===== config.mk =====
export PLATFORM = sky130hd
export DESIGN_NAME = cache_slot_replacement_order_core
export DESIGN_NICKNAME = d
export VERILOG_FILES = /design/src/csro_pkg.sv /design/src/csro_ctrl.sv /design/src/csro_dpath.sv /design/src/cache_slot_replacement_order_core.sv
export SDC_FILE = /design/constraint.sdc
export NUM_CORES = 1
export LEC_CHECK = 0
export BUFFER_PORTS_ARGS = -buffer_cell sky130_fd_sc_hd__buf_2
export CORE_MARGIN = 1.5
export CORE_UTILIZATION = 60
export CTS_CLUSTER_DIAMETER = 120
export DETAILED_ROUTE_END_ITERATION = 8
export PLACE_DENSITY = 0.77
export SLEW_MARGIN = 20
export SYNTH_ARGS = -nofsm -noshare
export SYNTH_HDL_FRONTEND = slang
export SYNTH_SLANG_ARGS = --single-unit

===== constraint.sdc =====
create_clock -name clk_i -period 10.8 [get_ports clk_i]
set_input_delay 0.54 -clock clk_i [delete_from_list [all_inputs] [get_ports clk_i]]
set_output_delay 0.54 -clock clk_i [all_outputs]
set_load 0.1 [all_outputs]

===== src/csro_pkg.sv =====
`timescale 1ns / 1ps
// ----------------------------------------------------------------------------
// csro_pkg: shared types and codes for the slot replacement order block
// Holds the command and status codes, the word layouts, the controller
// state type and the command struct from the controller to the datapath.
// ----------------------------------------------------------------------------
package csro_pkg;

  // Input word fields.
  localparam int unsigned CMD_W       = 1;
  localparam int unsigned TGT_W       = 4;
  localparam int unsigned MASK_W      = 16;
  localparam int unsigned IN_DATA_W   = 24;

  // Output word fields.
  localparam int unsigned STATUS_W    = 3;
  localparam int unsigned OUT_SLOT_W  = 4;
  localparam int unsigned USED_W      = 5;
  localparam int unsigned OUT_DATA_W  = 16;

  // Commands.
  localparam logic [CMD_W-1:0] CMD_ALLOC   = 1'b0;
  localparam logic [CMD_W-1:0] CMD_PROMOTE = 1'b1;

  // Result status codes.
  localparam logic [STATUS_W-1:0] ST_FRESH    = 3'd0;
  localparam logic [STATUS_W-1:0] ST_REUSED   = 3'd1;
  localparam logic [STATUS_W-1:0] ST_NONE     = 3'd2;
  localparam logic [STATUS_W-1:0] ST_PROMOTED = 3'd3;
  localparam logic [STATUS_W-1:0] ST_IGNORED  = 3'd4;

  // Controller states.
  typedef enum logic [1:0] {
    S_IDLE,
    S_SCAN,
    S_UPDATE
  } ctl_state_e;

  // Commands from the controller to the datapath.
  typedef struct packed {
    logic load;    // capture the accepted input word
    logic scan;    // register the per-entry match flags
    logic commit;  // apply the list update and load the result register
  } ctl_cmd_t;

endpackage


===== src/csro_ctrl.sv =====
`timescale 1ns / 1ps
// ----------------------------------------------------------------------------
// csro_ctrl: sequencing controller
// Accepts one input word, steps the datapath through its scan and update
// cycles and owns the valid flag of the output register.
// ----------------------------------------------------------------------------
module csro_ctrl (
  input  logic              clk_i,
  input  logic              rst_ni,
  input  logic              s_tvalid_i,
  output logic              s_tready_o,
  output logic              m_tvalid_o,
  input  logic              m_tready_i,
  output csro_pkg::ctl_cmd_t cmd_o
);
  import csro_pkg::*;

  ctl_state_e state_q, state_d;
  logic       out_valid_q, out_valid_d;
  logic       accept;

  // An item may enter when idle and the output register is free or draining.
  assign s_tready_o = (state_q == S_IDLE) && (!out_valid_q || m_tready_i);
  assign accept     = s_tvalid_i && s_tready_o;
  assign m_tvalid_o = out_valid_q;

  // Next state.
  always_comb begin
    state_d = state_q;
    case (state_q)
      S_IDLE: begin
        if (accept) state_d = S_SCAN;
      end
      S_SCAN:   state_d = S_UPDATE;
      S_UPDATE: state_d = S_IDLE;
      default:  state_d = S_IDLE;
    endcase
  end

  // Datapath commands.
  always_comb begin
    cmd_o = '0;
    case (state_q)
      S_IDLE:   cmd_o.load   = accept;
      S_SCAN:   cmd_o.scan   = 1'b1;
      S_UPDATE: cmd_o.commit = 1'b1;
      default:  cmd_o = '0;
    endcase
  end

  // Output valid flag: set by a commit, cleared when the word is taken.
  always_comb begin
    out_valid_d = out_valid_q;
    if (cmd_o.commit) begin
      out_valid_d = 1'b1;
    end else if (m_tready_i) begin
      out_valid_d = 1'b0;
    end
  end

  always_ff @(posedge clk_i or negedge rst_ni) begin
    if (!rst_ni) begin
      state_q     <= S_IDLE;
      out_valid_q <= 1'b0;
    end else begin
      state_q     <= state_d;
      out_valid_q <= out_valid_d;
    end
  end

endmodule


===== src/csro_dpath.sv =====
`timescale 1ns / 1ps
// ----------------------------------------------------------------------------
// csro_dpath: replacement order datapath
// Holds the order list and the allocation count, computes one match flag
// per list entry, picks the first match and shifts or swaps the list.
// ----------------------------------------------------------------------------
module csro_dpath #(
  parameter int unsigned SLOTS = 16
) (
  input  logic                                clk_i,
  input  logic                                rst_ni,
  input  csro_pkg::ctl_cmd_t                  cmd_i,
  input  logic [csro_pkg::IN_DATA_W-1:0]      in_data_i,
  output logic [csro_pkg::OUT_DATA_W-1:0]     out_data_o
);
  import csro_pkg::*;

  localparam int unsigned SW = (SLOTS > 1) ? $clog2(SLOTS) : 1;
  localparam int unsigned CW = $clog2(SLOTS + 1);
  localparam int unsigned EW = (SW > TGT_W) ? SW : TGT_W;
  localparam int unsigned TW = (CW > TGT_W) ? CW : TGT_W;

  // Captured input word.
  logic [CMD_W-1:0]  cmd_q;
  logic [TGT_W-1:0]  tgt_q;
  logic [MASK_W-1:0] mask_q;

  // Order list (entry 0 is the head) and allocation count.
  logic [SW-1:0]     list_q [SLOTS];
  logic [SW-1:0]     list_d [SLOTS];
  logic [CW-1:0]     count_q, count_d;

  // Scan results.
  logic [SLOTS-1:0]  flags_q, flags_d;
  logic              tgt_ok_q;

  // First match.
  logic [SW-1:0]     pos;
  logic              found;

  // Result fields.
  logic [STATUS_W-1:0]   res_status;
  logic [OUT_SLOT_W-1:0] res_slot;
  logic [STATUS_W-1:0]   status_q;
  logic [OUT_SLOT_W-1:0] slot_q;
  logic [USED_W-1:0]     used_q;

  // Input capture.
  always_ff @(posedge clk_i) begin
    if (cmd_i.load) begin
      cmd_q  <= in_data_i[0 +: CMD_W];
      tgt_q  <= in_data_i[CMD_W +: TGT_W];
      mask_q <= in_data_i[CMD_W + TGT_W +: MASK_W];
    end
  end

  // One flag per entry: the reusable test on allocate, the target match on
  // promote. Slots above fifteen have no busy bit and count as free.
  always_comb begin
    logic [EW-1:0] ext;
    for (int k = 0; k < SLOTS; k++) begin
      ext = EW'(list_q[k]);
      if (cmd_q == CMD_ALLOC) begin
        flags_d[k] = !(((ext >> TGT_W) == '0) && mask_q[ext[TGT_W-1:0]]);
      end else begin
        flags_d[k] = (ext == EW'(tgt_q)) && (CW'(k) < count_q);
      end
    end
  end

  always_ff @(posedge clk_i) begin
    if (cmd_i.scan) begin
      flags_q  <= flags_d;
      tgt_ok_q <= TW'(tgt_q) < TW'(count_q);
    end
  end

  // Priority pick of the first flagged entry from the head.
  always_comb begin
    pos   = '0;
    found = 1'b0;
    for (int k = SLOTS - 1; k >= 0; k--) begin
      if (flags_q[k]) begin
        pos   = SW'(k);
        found = 1'b1;
      end
    end
  end

  // List update and result for the captured command.
  always_comb begin
    logic [SW-1:0] sel;
    list_d     = list_q;
    count_d    = count_q;
    res_status = ST_NONE;
    res_slot   = '0;
    sel        = list_q[pos];
    if (cmd_q == CMD_ALLOC) begin
      if (count_q < CW'(SLOTS)) begin
        // Hand out the next never-used slot at the tail.
        for (int k = 0; k < SLOTS; k++) begin
          if (CW'(k) == count_q) list_d[k] = SW'(k);
        end
        count_d    = count_q + CW'(1);
        res_status = ST_FRESH;
        res_slot   = OUT_SLOT_W'(count_q);
      end else if (found) begin
        // Close the gap behind the reused slot and put it at the tail.
        for (int k = 0; k < SLOTS - 1; k++) begin
          if (SW'(k) >= pos) list_d[k] = list_q[k + 1];
        end
        list_d[SLOTS-1] = sel;
        res_status      = ST_REUSED;
        res_slot        = OUT_SLOT_W'(sel);
      end
    end else begin
      res_slot = tgt_q;
      if (!tgt_ok_q || !found || ((CW'(pos) + CW'(1)) >= count_q)) begin
        res_status = ST_IGNORED;
      end else begin
        // Swap the target with its successor.
        for (int k = 0; k < SLOTS - 1; k++) begin
          if (SW'(k) == pos) list_d[k] = list_q[k + 1];
        end
        for (int k = 1; k < SLOTS; k++) begin
          if (CW'(k) == (CW'(pos) + CW'(1))) list_d[k] = SW'(tgt_q);
        end
        res_status = ST_PROMOTED;
      end
    end
  end

  // Order list and result payload registers.
  always_ff @(posedge clk_i) begin
    if (cmd_i.commit) begin
      list_q   <= list_d;
      status_q <= res_status;
      slot_q   <= res_slot;
      used_q   <= USED_W'(count_d);
    end
  end

  // Allocation count.
  always_ff @(posedge clk_i or negedge rst_ni) begin
    if (!rst_ni) begin
      count_q <= '0;
    end else if (cmd_i.commit) begin
      count_q <= count_d;
    end
  end

  assign out_data_o = {{(OUT_DATA_W - STATUS_W - OUT_SLOT_W - USED_W){1'b0}},
                       used_q, slot_q, status_q};

endmodule


===== src/cache_slot_replacement_order_core.sv =====
`timescale 1ns / 1ps
// A result word passes through the capture, scan and update steps of the
// controller; a new input word is taken only once it is back in idle, with
// one item in flight at a time.
// Reset clears the allocation count and the controller; the order list needs
// no clearing pass, since only entries already written are ever read.
// ----------------------------------------------------------------------------
// cache_slot_replacement_order_core: cache slot replacement order
// Hands out fresh or reusable cache slots in replacement order and moves
// promoted slots one place toward the tail.
// ----------------------------------------------------------------------------
module cache_slot_replacement_order_core #(
  parameter int unsigned SLOTS = 16
) (
  input  logic                             clk_i,
  input  logic                             rst_ni,
  input  logic                             s_tvalid_i,
  output logic                             s_tready_o,
  // Fields from bit 0: command[0], target_slot[4:1], busy_mask[20:5].
  input  logic [csro_pkg::IN_DATA_W-1:0]   s_tdata_i,
  output logic                             m_tvalid_o,
  input  logic                             m_tready_i,
  // Fields from bit 0: status[2:0], slot_out[6:3], used_count[11:7].
  output logic [csro_pkg::OUT_DATA_W-1:0]  m_tdata_o
);
  import csro_pkg::*;

  ctl_cmd_t cmd;

  csro_ctrl u_ctrl (
    .clk_i      (clk_i),
    .rst_ni     (rst_ni),
    .s_tvalid_i (s_tvalid_i),
    .s_tready_o (s_tready_o),
    .m_tvalid_o (m_tvalid_o),
    .m_tready_i (m_tready_i),
    .cmd_o      (cmd)
  );

  csro_dpath #(
    .SLOTS (SLOTS)
  ) u_dpath (
    .clk_i      (clk_i),
    .rst_ni     (rst_ni),
    .cmd_i      (cmd),
    .in_data_i  (s_tdata_i),
    .out_data_o (m_tdata_o)
  );

endmodule

==> flow_summary.ini <==
[pwr]
pwr-share-seq_pct = 33.1
combPwrFrac_pct = 39.7
clkPwrFrac_pct = 27.3
p_total_w = 0.00234
p_sw_share_pct = 42.4
intPower_w = 0.00135
ir_worst_vdd_mv = 0.156
p_leak_nw = 3.80
power.switching_w = 0.000990
powerDensity_nw_per_um2 = 212

[placement]
dpl_worst_slack_ns = 5.46
io_buffers = 38
gp_congestion = 1.04
place_hpwl_mm = 22.7

[timing]
worst_slew_pin_slew_ns = 1.22
slew_headroom_pct = 18.4
hold_viol_final = 0
fin_worst_skew_ns = 0.0129
fmax_mhz = 179
min_period_ns = 5.58
slew_viol_final = 0
fin_setup_tns_ns = 0
rsz0062_at_grt = no
setup_violations = 0
finalCritPeriodShare_pct = 51.6
fin_ws_ns = 5.22

[route]
ant_nets = 0
via_count = 8905
wl_per_cell_um = 29.3
via_per_inst = 7.63
routed_wl_mm = 34.2
drt_iter0_drc = 1830
drc = 0
first_pass_iters = 9

[yosys]
synth-seq-cells = 122
synth-main-ff-cell = edfxtp_1
ys_top_cells_by_count = edfxtp_1, nand2_1, mux4_2
async_flop_share_pct = 6.56
synth.area.top_cells = edfxtp_1, mux4_2, mux2i_1
synth_area_per_cell_sq_um = 10.6
synth_top_area_cell = edfxtp_1
synth.most_common_cell = edfxtp_1
ys_seq_area_share_pct = 35.2
synth_top_area_share_pct = 33.2
synthCells = 975
synth_edf_count = 114
yosysUniqueCellTypes = 84
ys_warn_count = 0
syn_area_sq_um = 10300

[clock_tree]
ctsHtreeMaxLevel = 4
cts_resized = 0
cts.sinks = 122
clk_root_buffer_cell = clkbuf_16
clk_pin_slew_ns = 0.06
clockBufferDepth = 2
cts.repair_timing.setup_buffer_count = 0
ctsHoldBuffers = 1
cts_tree = yes
cts_buffers = 17
clkLatencyLatePin_ns = 0.44

[die]
ios = 46
initial_core_util_pct = 61.7
dieArea_sq_um = 18000
num_rows = 47
dieHeight_um = 134
core_area_sq_um = 16700
die_x_um = 134

[global_route]
first_global_vias = 8338
grt_start_max_net_pins = 76
track_usage_pct = 39.2
grt_pass1_wl_mm = 51.8
antenna_found_initial = 0
grt_overflow = 0

[layout]
drive_gt1_share_pct = 21.9
final_nets = 979
syn_to_final_growth_pct = 6.68
diodes = 0

[worst_setup_path]
rrSetupSlack_ns = 5.22
end_kind = flip-flop
worst_setup_path_start_kind = flip-flop
critPathArrivalTime_ns = 5.65
required_ns = 10.87
path_max_fanout = 36
worst-setup-path-type = flip-flop to flip-flop

[worst_hold_path]
hold_class = input port to flip-flop

[job]
max-cap-violations = 0

[outcome]
status = finished, final reports clean
## area by class of cell
| type | instances | area [sq um] |
|---|---|---|
| multi-input combinational | 721 | 6090 |
| fill | 1281 | 5710 |
| sequential | 122 | 3620 |
| clock buffer | 18 | 429 |
| timing repair buffer | 50 | 283 |
| tap | 220 | 275 |
| clock inverter | 14 | 210 |
| inverter | 22 | 82.6 |
## path summary, 6_finish.rpt
path | start | to | depth (start not counted)
setup / recovery | u_dpath.flags_q[0]$_DFFE_PN_ | u_dpath.list_q[39]$_DFFE_PP_ | 12
hold / removal | s_tdata_i[13] | u_dpath.mask_q[8]$_DFFE_PP_ | 1
setup reg to reg | u_dpath.flags_q[0]$_DFFE_PN_ | u_dpath.list_q[39]$_DFFE_PP_ | 12
hold reg to reg | u_ctrl.state_q[1]$_DFFE_PN0P_ | u_ctrl.state_q[1]$_DFFE_PN0P_ | 1
max in group asynchronous | rst_ni | u_dpath.count_q[0]$_DFFE_PN0P_ | 2
min in group asynchronous | rst_ni | u_ctrl.state_q[0]$_DFFE_PN0P_ | 2
## layout by cell type (no fill, tap or decap), types with 4 or more instances in the layout
cell type	n
a21oi_1	58
nand3_1	20
o211ai_1	15
a31oi_1	20
nand2b_1	5
inv_6	5
o22a_1	6
xnor2_1	26
nor2b_1	12
edfxtp_1	114
o22ai_1	7
a31o_2	5
bufinv_16	4
conb_1	4
nand2_1	90
dfrtp_1	8
nor3_1	19
mux4_2	82
ha_1	17
a221o_1	5
nand4_1	8
nor2_1	57
and2_1	5
buf_2	38
nor4_1	11
xor2_1	41
buf_4	11
inv_1	19
a311oi_1	5
a211oi_1	7
o31ai_1	4
mux2i_1	51
clkinv_4	4
a211oi_2	4
clkbuf_16	17
o21ai_0	59
## sequential cells by signal, summed over array words and instances (netlist names)
name / count
u_dpath.tgt_q: 4
u_ctrl.state_q: 2
u_dpath.used_q: 5
u_ctrl.m_tvalid_o: 1
u_dpath.mask_q: 16
u_dpath.count_q: 5
u_dpath.flags_q: 16
u_dpath.list_q: 64
u_dpath.slot_q: 4
u_dpath.cmd_q: 1
u_dpath.tgt_ok_q: 1
u_dpath.status_q: 3
## per-stage QoR
step,hold slack [ns],util (%),instance area [sq um],instances
after floorplan,0.244,-,10300,978
after detailed placement,0.404,61.9,10300,1134
final,0.266,65.8,11000,1167
after CTS,0.263,65.8,11000,1167
after global placement,0.401,61.9,10300,1134
after global routing,0.262,65.8,11000,1167
## cell families (layout without fill, tap and decap cells)
group,count (synthesis),count (layout),synth area share [%]
compound gates,243,243,16.0
flops,122,122,35.2
simple gates,255,255,12.0
mux,134,134,23.0
xor+xnor,68,68,5.85
fa+ha+maj,17,17,2.06
buf+inv,135,104,5.85
other cells,1,4,0.0364
## worst max-delay path: stages (launching register included)
cell and delay [ns]:
edfxtp_1 0.47, nor4_1 0.38, o31a_1 0.27, a21o_2 0.78, ha_1 0.78, nand2_1 0.39, inv_1 0.19, ha_1 0.25
o21ai_0 0.13, a31oi_1 0.22, a31oi_4 0.29, nand2_2 0.27, a311oi_1 0.77
## layer usage
layer | global-route usage [%] | up-vias | routed length (um)
li1 | - | 3656 | -
met1 | 54.4 | 4209 | 12200
met2 | 57.9 | 869 | 15100
met3 | 11.8 | 169 | 5270
met4 | 16.2 | 2 | 1590
met5 | 0 | - | 33
## power by group through the flow
stage | registers, W | logic, W | clock network (W)
after floorplan | 0.000762 | 0.000662 | 0
after global placement | 0.000763 | 0.000872 | 0
after detailed placement | 0.000768 | 0.000889 | 0
after CTS | 0.000761 | 0.000897 | 0.000637
after global routing | 0.000776 | 0.000967 | 0.000656
final | 0.000772 | 0.000927 | 0.000637
(Power assumes the default switching activity.)
